## config.mk

```make
export PLATFORM = sky130hd
export DESIGN_NAME = dmm_mac
export DESIGN_NICKNAME = d
export VERILOG_FILES = /design/src/hw/rtl/dense_matrix_multiply_top_defines.svh /design/src/hw/rtl/dmm_pkg.sv /design/src/hw/rtl/dmm_mac.sv
export SDC_FILE = /design/constraint.sdc
export NUM_CORES = 1
export LEC_CHECK = 0
export BUFFER_PORTS_ARGS = -buffer_cell sky130_fd_sc_hd__buf_2
export CORE_MARGIN = 10
export CORE_UTILIZATION = 63
export CTS_BUF_LIST = sky130_fd_sc_hd__clkbuf_8 sky130_fd_sc_hd__clkbuf_16
export CTS_CLUSTER_SIZE = 20
export DETAILED_ROUTE_END_ITERATION = 8
export GPL_ROUTABILITY_DRIVEN = 0
export PLACE_DENSITY = 0.82
export SLEW_MARGIN = 20
export SYNTH_ARGS = -nofsm -noshare
export SYNTH_HDL_FRONTEND = slang
export SYNTH_SLANG_ARGS = --single-unit
```

## constraint.sdc

```tcl
create_clock -name clk_i -period 3.4 [get_ports clk_i]
set_clock_uncertainty 0.15 [all_clocks]
set_input_delay 0.51 -clock clk_i [delete_from_list [all_inputs] [get_ports clk_i]]
set_output_delay 0.51 -clock clk_i [all_outputs]
set_load 0.005 [all_outputs]
```

## src/hw/rtl/dense_matrix_multiply_top_defines.svh

```systemverilog
// assertion macros shared by the matrix multiply rtl
`ifndef DENSE_MATRIX_MULTIPLY_TOP_DEFINES_SVH
`define DENSE_MATRIX_MULTIPLY_TOP_DEFINES_SVH

`ifndef ASSERT_OFF
`define DMM_ASSERT(lbl, clk, rst_n, prop, msg) \
  lbl: assert property (@(posedge clk) disable iff (!rst_n) prop) else $error(msg);
`define DMM_ASSERT_NEVER(lbl, clk, rst_n, cond, msg) \
  lbl: assert property (@(posedge clk) disable iff (!rst_n) !(cond)) else $error(msg);
`else
`define DMM_ASSERT(lbl, clk, rst_n, prop, msg)
`define DMM_ASSERT_NEVER(lbl, clk, rst_n, cond, msg)
`endif

`endif

```

## src/hw/rtl/dmm_pkg.sv

```systemverilog
// types and constants of the matrix multiply block
package dmm_pkg;

  localparam int IDX_W   = 6;
  localparam int ELEM_W  = 16;
  localparam int PROD_W  = 2 * ELEM_W;
  localparam int SUM_W   = 38;
  localparam int SIZE_W  = 7;
  localparam int EMIT_MAX = 1 << IDX_W;

  localparam logic [SIZE_W-1:0] SIZE_RESET = 7'd64;

  typedef enum logic [1:0] {
    ACT_WR_A    = 2'd0,
    ACT_WR_B    = 2'd1,
    ACT_COMPUTE = 2'd2
  } action_e;

  typedef enum logic {
    SEQ_IDLE = 1'b0,
    SEQ_RUN  = 1'b1
  } seq_state_e;

  // control that travels along with each read pair
  typedef struct packed {
    logic             vld;
    logic             first_k;
    logic             last_k;
    logic             last_col;
    logic [IDX_W-1:0] row;
    logic [IDX_W-1:0] col;
  } dmm_tag_t;

endpackage

```

## src/hw/rtl/dmm_mac.sv

```systemverilog
// multiply-accumulate datapath and result register
module dmm_mac import dmm_pkg::*; (
  input  logic                     clk_i,
  input  logic                     rst_ni,
  input  dmm_tag_t                 tag_i,
  input  logic signed [ELEM_W-1:0] a_i,
  input  logic signed [ELEM_W-1:0] b_i,
  output logic                     busy_o,
  output logic                     out_valid_o,
  output logic [IDX_W-1:0]         out_row_o,
  output logic [IDX_W-1:0]         out_col_o,
  output logic signed [SUM_W-1:0]  product_sum_o,
  output logic                     row_last_o
);

  logic signed [PROD_W-1:0] prod_q;
  dmm_tag_t                 tag_q;
  logic signed [SUM_W-1:0]  acc_q, acc_d;
  logic signed [SUM_W-1:0]  prod_ext;
  logic                     out_valid_q;
  logic [IDX_W-1:0]         out_row_q, out_col_q;
  logic signed [SUM_W-1:0]  sum_q;
  logic                     row_last_q;

  assign prod_ext = SUM_W'(prod_q);
  assign acc_d    = tag_q.first_k ? prod_ext : (acc_q + prod_ext);

  always_ff @(posedge clk_i or negedge rst_ni) begin
    if (!rst_ni) begin
      tag_q       <= '0;
      out_valid_q <= 1'b0;
    end else begin
      tag_q       <= tag_i;
      out_valid_q <= tag_q.vld && tag_q.last_k;
    end
  end

  always_ff @(posedge clk_i) begin
    prod_q <= a_i * b_i;
    if (tag_q.vld) begin
      acc_q <= acc_d;
    end
    if (tag_q.vld && tag_q.last_k) begin
      sum_q      <= acc_d;
      out_row_q  <= tag_q.row;
      out_col_q  <= tag_q.col;
      row_last_q <= tag_q.last_col;
    end
  end

  assign busy_o        = tag_q.vld;
  assign out_valid_o   = out_valid_q;
  assign out_row_o     = out_row_q;
  assign out_col_o     = out_col_q;
  assign product_sum_o = sum_q;
  assign row_last_o    = row_last_q;

endmodule

```

---- Word level (Yosys, flattened, before mapping) ----
Index checks and enable logic that the tools add are counted.
storage, ports and cells
  register bits after elaboration ......... 138
  input bits .............................. 50
  output and inout bits ................... 53
  logic and storage cells ................. 17
cells by class
  add/subtract/negate cells ............... 1
  $mul .................................... 1
  mux-type cells .......................... 1
  reductions and logical operators ........ 1
operator list
  operator                                        count
  38-bit by 32-bit adder with 38-bit output       1
  38-bit two-way mux                              1
  16-bit by 16-bit multiplier with 32-bit output  1
  1-bit logical AND                               1

---- Logic depth before layout (Yosys ltp) ----
  depth after elaboration ................. 2
  mapped depth ............................ 23
  mapped depth without buffers ............ 22

---- Worst setup path after synthesis ----
No wires, ideal clock.
  path type ............................... input-to-reg
  start ................................... in a_i[10]
  end ..................................... reg prod_q[31]
  setup time .............................. 116 ps
  arrival ................................. 5706 ps
  required time ........................... 3134 ps
  path slack .............................. -2572 ps
  stages on the path ...................... 19
  buffers on the path ..................... 1
  cell sequence ........................... clkbuf_1 -> nand2_1 -> fa_1 -> fa_1 -> fa_1 -> fa_1 -> inv_1 -> fa_1 -> fa_1 -> ha_1 -> a21oi_1 -> a21boi_0 -> o41ai_1 -> a21boi_1 -> a21oi_2 -> o21ai_1 -> a41oi_1 -> nand2_1 -> o211a_1
on the way
  word-level cells in the longest chain between the ends .. 1
RTL lines
  element                                         line           source
  start: declaration                              dmm_mac.sv:6   input logic signed [ELEM_W-1:0] a_i,
  16-bit by 16-bit multiplier with 32-bit output  dmm_mac.sv:39  prod_q <= a_i * b_i;
  end signal: assignment                          dmm_mac.sv:39
  end: declaration                                dmm_mac.sv:16  logic signed [PROD_W-1:0] prod_q;
No other way between the ends.
A chain may end at the register's enable or synchronous reset.

---- Worst setup path in the final report ----
  start ................................... in a_i[13]
  end ..................................... reg prod_q[25]
Same word-level chain as after synthesis.

==> reports/summary.txt <==
outcome: finished, violations left
failing checks: setup timing
post-route ant nets: 0
ys async rst share: 12.3%
Post-route DRC: 0
fin crit share: 166%
Clock Root Buffer: clkbuf_16
Synth Register Bits: 138
CTS max path bufs: 2
most frequent cell after synthesis: inv_1
syn avg cell area: 10.1 µm²
Critical Path Source Type: input port
most used cell, CP: fa_1
fin area: 19700 µm²
clk sink count: 138
hold path depth: 1
peak fanout along the critical path: 8
post-synth cell types: 67
CP cell instances: buf_2 -> and2_1 -> fa_1 -> inv_1 -> fa_2 -> fa_1 -> inv_1 -> fa_1 -> fa_1 -> inv_1 -> fa_1 -> inv_2 -> ha_4 -> a21o_1 -> a21o_1 -> a21oi_2 -> o211ai_1 -> a21oi_2 -> buf_4 -> o21bai_1 -> a21oi_1 -> xnor2_1
drt total wl: 40500 µm
hold_sp: tag_i[2]
initial antenna violation count: 0
RSZ-0062 raised after global routing: true
Worst R2R End: acc_q[25]
EDFF count, synth: 89
layout cells sized above 1: 26.1%
Buffers on Ports: 102
Crit-path slowest cell: fa_1
DR vias/cell: 5.65
Post-Layout Cell Count: 2185
TNS Setup: -43930 ps
max cap viols: 0
core box area: 25000 µm²
Setup WS post-layout: -2230 ps
largest cells by area after synthesis: fa_1 (33%), edfxtp_1 (17%), ha_1 (9.3%)
via count: 12.3k
Max Fclk: 0.178 GHz
Area Growth Syn to Fin: 23.7%
R2R cell count: 10
mapped cell area: 15900 µm²
crit path DAT: 5770 ps
placed cell area: 18100 µm²
TritonCTS clock tree: yes
Cells after DPL: 2113
grt total ovfl: 0
die width: 179 µm
worst relative slew slack: 56.0%
worst-skew pair later-pin latency: 420 ps
fin crit period: 5630 ps
fin. max-slew vios: 0
r2r setup slk: 170 ps
layout net count: 2274
RR Startpoint: acc_q[13]
Crit path largest cell delay: 510 ps
Ant. Diodes: 0
Post-synth top cells: inv_1 (299), fa_1 (263), nand2_1 (172), and2_1 (132), ha_1 (119)
hold path endpoint: tag_q[2]
WL per Instance: 18.5 µm
Synth Instances: 1576
Critical Path Sink Type: flip-flop
DIE AREA: 32000 µm²
post-synth top area share: 33.0%
sequential share of the synthesized area: 23.5%
initial core utilization: 63.6%
Syn Nets: 2008
Final Hold Fails: 0
Num CTS Buffers: 17
Iteration-0 DRC Markers: 954
crit path kind: input port to flip-flop
Worst-Margin Slew: 660 ps
row cnt: 58
vias in the first global route: 13.2k
hpwl dp: 30000 µm
largest net degree at the start of global routing: 53
worst hold-check path type: input port to flip-flop
YS warnings: 0
DR pass1 iterations: 7
cell accounting for the most synthesized area: fa_1
filler cell count: 1392
Total Routing Usage GR: 24.6%
I/O pin total: 103
Clock Pin Slew Worst Setup and Hold Paths: 70 ps
H-Tree Depth: 4
Synth Flop Type: edfxtp_1
Worst Path Required: 3540 ps
die height: 179 µm
final setup fails: 27
first-pass GRT wire length: 63600 µm
-- worst max-delay path by stage --
stage	start	endpoint	slack [ps]	depth (start not counted)
6_report	a_i[13]	prod_q[25]	-2230	22
5_1_grt	a_i[13]	prod_q[25]	-2400	22
4_1_cts	a_i[2]	prod_q[29]	-2070	21
3_5_place_dp	b_i[4]	prod_q[29]	-2640	20
3_3_place_gp	b_i[4]	prod_q[30]	-2510	19
2_1_floorplan	a_i[6]	prod_q[30]	-2260	19
-- metal layers --
metal	GRT usage, %	vias up	share of wire (%)
met5	0	-	0
met4	7.23	0	2.9
met3	3.22	127	6.6
met2	43.3	556	52
met1	30.9	6136	39
li1	-	5522	-
-- sequential cells by signal, summed over array words and instances (netlist names) --
| register | count |
|---|---|
| acc_q | 38 |
| product_sum_o | 38 |
| prod_q | 32 |
| tag_q | 15 |
| out_col_o | 6 |
| out_row_o | 6 |
| busy_o | 1 |
| out_valid_o | 1 |
| row_last_o | 1 |
-- metrics by stage --
| step | worst slack, ps | hold WS (ps) | utilization [%] |
|---|---|---|---|
| final | -2230 | 44.3 | 78.7 |
| after global routing | -2400 | 22.6 | 78.7 |
| after CTS | -2070 | 29.6 | 77.0 |
| after detailed placement | -2640 | 254 | 72.4 |
| after global placement | -2510 | 251 | 72.4 |
| after floorplan | -2260 | 64.4 | - |
-- area by class of cell --
cell class                 instances  area (µm²)  share of cell area [%]
timing repair buffer             295        2270                    11.5
clock inverter                    14         125                   0.635
inverter                         299        1120                    5.70
clock buffer                      18         439                    2.23
sequential                       138        3740                    19.0
tap                              330         413                    2.10
multi-input combinational       1091       11600                    58.9
-- layout by cell type, fill, tap and decap left out, drive strengths merged, types with 4 or more instances in the layout --
| cell type | synthesis | final |
|---|---|---|
| and3 | 4 | 4 |
| a31oi | 8 | 8 |
| nor2 | 45 | 45 |
| o2111ai | 5 | 5 |
| a211oi | 7 | 7 |
| fa | 263 | 263 |
| dfrtp | 17 | 17 |
| and2 | 132 | 132 |
| a21o | 23 | 23 |
| inv | 299 | 309 |
| xnor2 | 48 | 48 |
| a21boi | 6 | 6 |
| edfxtp | 89 | 89 |
| nand3 | 21 | 21 |
| nor3 | 13 | 13 |
| o21a | 9 | 9 |
| o211ai | 6 | 6 |
| nand2 | 172 | 172 |
| xor2 | 15 | 15 |
| nand4 | 9 | 9 |
| ha | 119 | 119 |
| o21ai | 61 | 61 |
| buf | 7 | 293 |
| clkbuf | 41 | 19 |
| nand2b | 8 | 8 |
| nor2b | 11 | 11 |
| o21bai | 9 | 9 |
| dfxtp | 32 | 32 |
| a21oi | 54 | 54 |
-- logic make-up (layout without fill, tap and decap cells) --
kind of cell	Yosys count	count (layout)	synth area share (%)
AND/OR/NAND/NOR	427	427	13.2
buffers and inverters	347	626	8.31
XOR/XNOR	63	63	3.46
adder cells (fa/ha/maj)	382	382	42.4
flip-flops	138	138	23.5
multiplexers	4	4	0.259
AO/OA/AOI/OAI	215	215	8.87
-- critical path: cells and delay by family --
| kind | cells | cell delay (ps) |
|---|---|---|
| buf+inv | 6 | 570 |
| xor+xnor | 1 | 110 |
| simple gates | 1 | 200 |
| fa+ha+maj | 7 | 3200 |
| compound gates | 7 | 1170 |
-- repair_timing --
item	4_1_cts	5_1_grt
gates cloned	0	1
pin swaps	61	75
hold buffers	1	0
endpoints found under the hold margin	17	0
endpoints found under the setup margin	27	33
resized for setup	115	71
setup buffers	28	18
Power is not shown: default switching activity piles up to over one toggle a cycle in this logic, so the estimate is an artifact.
