`config.mk`:
```
export PLATFORM = sky130hd
export DESIGN_NAME = dmm_seq
export DESIGN_NICKNAME = d
export VERILOG_FILES = /design/src/hw/rtl/dmm_pkg.sv /design/src/hw/rtl/dmm_seq.sv
export VERILOG_INCLUDE_DIRS = /design/src /design/src/hw/rtl
export SDC_FILE = /design/constraint.sdc
export NUM_CORES = 1
export LEC_CHECK = 0
export BUFFER_PORTS_ARGS = -buffer_cell sky130_fd_sc_hd__buf_2
export CAP_MARGIN = 20
export CELL_PAD_IN_SITES_DETAIL_PLACEMENT = 1
export CELL_PAD_IN_SITES_GLOBAL_PLACEMENT = 1
export CORE_AREA = 10 10 99 101
export DETAILED_ROUTE_END_ITERATION = 8
export DIE_AREA = 0 0 109 111
export PLACE_DENSITY = 0.56
export SLEW_MARGIN = 40
export SYNTH_ARGS = -nofsm -noshare
export SYNTH_HDL_FRONTEND = slang
export SYNTH_SLANG_ARGS = --single-unit
```
`constraint.sdc`:
```
create_clock -name clk_i -period 6.36 [get_ports clk_i]
set_input_delay 0.318 -clock clk_i [delete_from_list [all_inputs] [get_ports clk_i]]
set_output_delay 0.318 -clock clk_i [all_outputs]
set_load 0.03 [all_outputs]
```
`src/hw/rtl/dense_matrix_multiply_top_defines.svh`:
```
// assertion macros shared by the matrix multiply rtl
`ifndef DENSE_MATRIX_MULTIPLY_TOP_DEFINES_SVH
`define DENSE_MATRIX_MULTIPLY_TOP_DEFINES_SVH

`ifndef ASSERT_OFF
`define DMM_ASSERT(lbl, clk, rst_n, prop, msg) \
  lbl: assert property (@(posedge clk) disable iff (!rst_n) prop) else $error(msg);
`define DMM_ASSERT_NEVER(lbl, clk, rst_n, cond, msg) \
  lbl: assert property (@(posedge clk) disable iff (!rst_n) !(cond)) else $error(msg);
`else
`define DMM_ASSERT(lbl, clk, rst_n, prop, msg)
`define DMM_ASSERT_NEVER(lbl, clk, rst_n, cond, msg)
`endif

`endif

```
`src/hw/rtl/dmm_pkg.sv`:
```
// types and constants of the matrix multiply block
package dmm_pkg;

  localparam int IDX_W   = 6;
  localparam int ELEM_W  = 16;
  localparam int PROD_W  = 2 * ELEM_W;
  localparam int SUM_W   = 38;
  localparam int SIZE_W  = 7;
  localparam int EMIT_MAX = 1 << IDX_W;

  localparam logic [SIZE_W-1:0] SIZE_RESET = 7'd64;

  typedef enum logic [1:0] {
    ACT_WR_A    = 2'd0,
    ACT_WR_B    = 2'd1,
    ACT_COMPUTE = 2'd2
  } action_e;

  typedef enum logic {
    SEQ_IDLE = 1'b0,
    SEQ_RUN  = 1'b1
  } seq_state_e;

  // control that travels along with each read pair
  typedef struct packed {
    logic             vld;
    logic             first_k;
    logic             last_k;
    logic             last_col;
    logic [IDX_W-1:0] row;
    logic [IDX_W-1:0] col;
  } dmm_tag_t;

endpackage

```
`src/hw/rtl/dmm_seq.sv`:
```
// sequencer that walks columns and terms of one row of the product
`include "dense_matrix_multiply_top_defines.svh"

module dmm_seq import dmm_pkg::*; #(
  parameter int MAX_DIM = 64
) (
  input  logic                                 clk_i,
  input  logic                                 rst_ni,
  input  logic                                 go_i,
  input  logic [IDX_W-1:0]                     row_i,
  input  logic [SIZE_W-1:0]                    size_i,
  output logic                                 rd_en_o,
  output logic [$clog2(MAX_DIM*MAX_DIM)-1:0]   addr_a_o,
  output logic [$clog2(MAX_DIM*MAX_DIM)-1:0]   addr_b_o,
  output dmm_tag_t                             tag_o,
  output logic                                 busy_o
);

  localparam int ADDR_W = $clog2(MAX_DIM * MAX_DIM);
  localparam int LIMIT  = (MAX_DIM < EMIT_MAX) ? MAX_DIM : EMIT_MAX;

  seq_state_e        state_q, state_d;
  logic [IDX_W-1:0]  row_q, row_d;
  logic [IDX_W-1:0]  k_q, k_d;
  logic [IDX_W-1:0]  j_q, j_d;
  logic [SIZE_W-1:0] n_q, n_d;
  logic [SIZE_W-1:0] n_eff;
  logic              last_k, last_col;
  dmm_tag_t          tag_q, tag_d;

  // size register saturated to the usable range
  always_comb begin
    if (size_i == '0) begin
      n_eff = SIZE_W'(1);
    end else if (size_i > SIZE_W'(LIMIT)) begin
      n_eff = SIZE_W'(LIMIT);
    end else begin
      n_eff = size_i;
    end
  end

  assign last_k   = ({1'b0, k_q} == (n_q - SIZE_W'(1)));
  assign last_col = ({1'b0, j_q} == (n_q - SIZE_W'(1)));

  always_comb begin
    state_d = state_q;
    row_d   = row_q;
    k_d     = k_q;
    j_d     = j_q;
    n_d     = n_q;
    tag_d   = '0;
    rd_en_o = 1'b0;
    unique case (state_q)
      SEQ_IDLE: begin
        if (go_i && ({1'b0, row_i} < n_eff)) begin
          row_d   = row_i;
          n_d     = n_eff;
          k_d     = '0;
          j_d     = '0;
          state_d = SEQ_RUN;
        end
      end
      SEQ_RUN: begin
        rd_en_o        = 1'b1;
        tag_d.vld      = 1'b1;
        tag_d.first_k  = (k_q == '0);
        tag_d.last_k   = last_k;
        tag_d.last_col = last_col;
        tag_d.row      = row_q;
        tag_d.col      = j_q;
        if (last_k) begin
          k_d = '0;
          j_d = j_q + IDX_W'(1);
          if (last_col) begin
            state_d = SEQ_IDLE;
          end
        end else begin
          k_d = k_q + IDX_W'(1);
        end
      end
      default: state_d = SEQ_IDLE;
    endcase
  end

  always_ff @(posedge clk_i or negedge rst_ni) begin
    if (!rst_ni) begin
      state_q <= SEQ_IDLE;
      tag_q   <= '0;
      k_q     <= '0;
      j_q     <= '0;
      n_q     <= SIZE_W'(1);
      row_q   <= '0;
    end else begin
      state_q <= state_d;
      tag_q   <= tag_d;
      k_q     <= k_d;
      j_q     <= j_d;
      n_q     <= n_d;
      row_q   <= row_d;
    end
  end

  // a holds row i along k, b holds column j along k
  assign addr_a_o = ADDR_W'(row_q) * ADDR_W'(MAX_DIM) + ADDR_W'(k_q);
  assign addr_b_o = ADDR_W'(k_q) * ADDR_W'(MAX_DIM) + ADDR_W'(j_q);
  assign tag_o    = tag_q;
  assign busy_o   = (state_q == SEQ_RUN) || tag_q.vld;

  `DMM_ASSERT(a_k_in_range, clk_i, rst_ni,
    (state_q == SEQ_RUN) |-> (({1'b0, k_q} < n_q) && ({1'b0, j_q} < n_q)),
    "term or column counter beyond matrix size")
  `DMM_ASSERT(a_tag_follows_run, clk_i, rst_ni,
    tag_q.vld |-> $past(state_q == SEQ_RUN),
    "read beat tag without a running sequence")

endmodule

```
---- Word-level counts from Yosys, hierarchy flattened ----
Cells that the tools add are included.
operators by class
  reduce and logical (&&, ||, !) cells .... 6
  equality and inequality tests ........... 4
  mux-type cells .......................... 13
  bitwise operators ....................... 1
  $add $sub $neg .......................... 5
  $lt $le $gt $ge ......................... 2
operator list
  kind                 number
  $add 12x6->12        2
  $pmux 6 s2           2
  $mux 6               3
  $mux 16              1
  $eq 6x7->1           2
  $mux 7               2
  $add 6x1->6 const B  2
  $gt 7x7->1 const B   1
  $logic_not 7->1      1
  $lt 6x7->1           1
  $sub 7x1->7 const B  1
  $logic_not 6->1      1
  $mux 1               4
  $reduce_and 2->1     2
  $ne 2x1->1 const B   1
  $ne 2x2->1 const B   1
  $pmux 1 s2           1
  $logic_and 1x1->1    1
  $logic_or 1x1->1     1
  $not 1->1            1
storage, ports and cells
  bits of input ports ..................... 16
  output and inout bits ................... 42
  register bits ........................... 42

---- Depth between registers and ports, before layout ----
  depth after elaboration ................. 7
  mapped depth ............................ 9

---- Worst setup path after synthesis ----
Ideal clock, no wire load.
  path kind ............................... input to register
  start point ............................. in size_i[6]
  end point ............................... reg row_q[0]
  library setup time ...................... 125 ps
  arrival time ............................ 2413 ps
  stages .................................. 8
  path slack .............................. 3822 ps
  path buffers ............................ 2
  cell sequence ........................... clkbuf_1 -> nand2b_1 -> ha_1 -> and4b_1 -> and3_1 -> a2111oi_2 -> buf_2 -> mux2_2
on the way
  word-level cells in the longest chain between the ends .. 6
ends and longest elaborated chain
  item                                   line           RTL
  start: declaration                     dmm_seq.sv:11  input logic [SIZE_W-1:0] size_i,
  $gt 7x7->1                             dmm_seq.sv:35  end else if (size_i > SIZE_W'(LIMIT)) begin
  $mux 7                                 dmm_seq.sv:35
  $mux 7 (*)                             dmm_seq.sv:33  if (size_i == '0) begin
  $lt 6x7->1 (*)                         dmm_seq.sv:55  if (go_i && ({1'b0, row_i} < n_eff)) begin
  $logic_and 1x1->1 (*)                  dmm_seq.sv:55
  $reduce_and 2->1 (no source line) (*)  --
  end signal: assignment                 dmm_seq.sv:99  row_q <= row_d;
  end: declaration                       dmm_seq.sv:23  logic [IDX_W-1:0] row_q, row_d;
Mark *: on every way between the ends. The rest lies on a longest branch, timed or not.
A chain may end at the register's enable or synchronous reset.

---- Final worst setup path ----
  start point ............................. reg n_q[0]
  end point ............................... reg j_q[1]
on the way
  word-level cells in the longest chain between the ends .. 4
ends and longest elaborated chain
  item                               line           RTL
  start: declaration                 dmm_seq.sv:26  logic [SIZE_W-1:0] n_q, n_d;
  start signal: assignment           dmm_seq.sv:98  n_q <= n_d;
  $sub 7x1->7                        dmm_seq.sv:42  assign last_k = ({1'b0, k_q} == (n_q - SIZE_W'(1)));
  $eq 6x7->1                         dmm_seq.sv:42
  $ne 2x1->1 (no source line)        --
  $reduce_and 2->1 (no source line)  --
  end signal: assignment             dmm_seq.sv:97  j_q <= j_d;
  end: declaration                   dmm_seq.sv:25  logic [IDX_W-1:0] j_q, j_d;
Every way passes these cells.

==> impl_metrics.yaml <==
drt:
  detail-route-antenna-nets: 0
  detail_route.wl_per_cell_um: 16.72
  dr.first_iter.drc_count: 74
  routed_via_density: 4.749
  drt-total-wl_mm: 6.052
  dr_total_vias: 1719
  drc_errors: 0
  dr.pass1.iters: 2
synth:
  ys_seq_area_share_pct: 46.01
  synth_nets: 231
  synth_cells: 206
  yosys_register_bits: 42
  synthSimpleGateAreaFrac_pct: 21.72
  synth_top_family_by_area: "simple AND/OR/NAND/NOR gates"
  synth_compound_area_share_pct: 7.276
  synth_flop_cell: "dfrtp_1"
  synth_fa_ha_area_share_pct: 4.923
  synth_xor_area_share_pct: 5.580
  synth_mux_area_share_pct: 8.479
  synth-async-reset-ratio_pct: 100.0
  synth_top_cell_by_area: "dfrtp_1"
  yosys-top-cells-area: "dfrtp_1, ha_1, mux2i_1"
  yosysWarnings: 0
  synth_edf_count: 0
  synth_area_per_cell_um2: 11.10
  yosys.area.top_type_share_pct: 44.86
  synth_cell_types: 48
  synth_area_mm2: 0.002287
global_route:
  grt_usage_pct: 10.38
  antenna_found_initial: 0
  overflow: 0
  grt_pass1_vias: 1933
  grt_max_degree: 43
  grt_pass1_wl_mm: 10.09
finish:
  final_cell_mix: "buf_2, dfrtp_1, nand2b_1, and2_1, mux2i_1"
  drive_above_1_share_pct: 31.91
  multi_input_area_mm2: 0.001110
  final_common_cell: "buf_2"
  seqCellArea_mm2: 0.001052
  syn2layout_area_growth_pct: 18.60
  num_antenna_cells: 0
  fillCellCount: 929
  finish.net_count: 281
die:
  dieArea_mm2: 0.01210
  start_util_pct: 28.70
  ioPinCount: 58
  die_x_um: 109
  rows: 33
  coreArea_mm2: 0.007969
  die_h_um: 111
timing:
  setup-tns-final_ns: 0
  max_freq_mhz: 367.9
  rsz0062_at_grt: "false"
  final_hold_viol_count: 0
  max_slew_margin_pct: 50.96
  fin_crit_ns: 2.718
  maxSlewViolCount: 0
  setup_viol: 0
  worst_slew_pin_slew_ns: 0.7356
  worst_slack_ns: 3.642
  finalClockSkew_ns: 0.01117
  fin_crit_sh_pct: 42.74
power:
  p_leak_nw: 1.295
  ir_drop_mv: 0.1120
  p_per_area_mw_per_mm2: 429.5
clock_tree:
  post_cts_resized: 0
  numCtsBuffers: 5
  clk_pin_slew_ns: 0.09
  clkSinkCount: 42
  insertion_delay_ns: 0.30
  h-tree-depth: 2
  cts_root_buf: "clkbuf_8"
  cts_setup_buffers: 0
  ctsHoldBuffers: 0
  max-clock-path-buffers: 2
  cts_tree: "yes"
worst_setup_path:
  critPathArrivalTime_ns: 2.91
  path_class: "reg2reg"
  reg2reg_to: "j_q[1]"
  ff2ff_setup_slack_ns: 3.64
  crit_start: "n_q[0]"
  end_kind: "flip-flop"
  crit_end: "j_q[1]"
  rr_worst_depth: 7
  r2r_start: "n_q[0]"
  cp.required_ns: 6.55
  critPathMaxFanout: 8
  cp-start-kind: "flip-flop"
place:
  portBuffers: 57
  gp_congestion: 0.7301
  dp_hpwl_mm: 4.508
  place_ws_ns: 3.371
worst_hold_path:
  worstHoldPathType: "in2async"
outcome:
  status: "complete, no violations"
run:
  drv_cap: 0
flip-flops by register name, indices dropped and copies added (netlist names):
| register | flops |
|---|---|
| tag_o | 16 |
| row_q | 6 |
| n_q | 7 |
| j_q | 6 |
| state_q | 1 |
| k_q | 6 |
cells in the mapped netlist, types with 3 or more instances:
cell and number:
a21oi_1 7, and2_1 12, and3_1 9, buf_4 6, buf_6 3, clkbuf_1 5, dfrtp_1 41, ha_1 9
inv_1 8, mux2_2 7, mux2i_1 10, nand2_1 4, nand2b_1 12, nand3_1 9, nor2_1 6, nor3_1 4
nor3b_1 3, nor4_1 4, o21ai_0 3, xnor2_1 6, xor2_1 6
cells by family (layout without fill, tap and decap cells):
logic type / Yosys count / after routing
buffers and inverters: 24 / 75
DFF: 42 / 42
adders and majority gates: 9 / 9
xor gates and xnor gates: 13 / 13
AOI/OAI and AO/OA: 23 / 23
muxes: 18 / 18
and+or+nand+nor: 77 / 77
area by class of cell:
cell class,instances,area share (%)
multi-input cells,140,40.91
flip-flops and latches,42,38.79
repair buffers,59,11.16
well taps,105,4.843
clock buffers,6,2.675
inverters,8,1.107
clock inverters,2,0.5074
critical path: stages, from the launching register on:
cell and delay [ns]:
dfstp_2 0.61, inv_1 0.08, ha_1 0.30, xnor3_1 0.41, nand3_1 0.12, nor4_4 0.39
and3_1 0.40, mux2_4 0.33
through the flow:
| stage | hold WS (ns) | total power [mW] | std cells | area [um^2] | utilization [%] |
|---|---|---|---|---|---|
| 2_1_floorplan | 0.02241 | 0.8642 | 206 | 2287 | - |
| 3_3_place_gp | 0.4960 | 0.9982 | 354 | 2624 | 32.93 |
| 3_5_place_dp | 0.3572 | 1.007 | 354 | 2626 | 32.96 |
| 4_1_cts | 0.02512 | 1.189 | 362 | 2713 | 34.04 |
| 5_1_grt | 0.03628 | 1.258 | 362 | 2713 | 34.04 |
| 6_report | 0.007397 | 1.165 | 362 | 2713 | 34.04 |
routing by layer:
layer	GRT usage, %	wire length, um	vias up
li1	-	-	817
met1	12.68	2669	852
met2	16.93	2851	45
met3	3.837	476	5
met4	2.111	55	0
met5	0	0	-
worst min-delay path by stage:
stage / endpoint / startpoint / depth (start not counted)
after floorplan: j_q[0] / rst_ni / 0
after CTS: row_q[0] / rst_ni / 1
final: row_q[0] / rst_ni / 1
after global placement: tag_o[10] / row_q[4] / 1
after detailed placement: tag_o[6] / rst_ni / 1
after global routing: row_q[0] / rst_ni / 1
power breakdown:
group          switching [mW]  internal [mW]  leakage (nW)  total [mW]
registers              0.0982          0.342         0.506       0.441
clock network          0.0985         0.0777        0.0452       0.176
logic                   0.343          0.205         0.743       0.548
(Power assumes the default switching activity.)
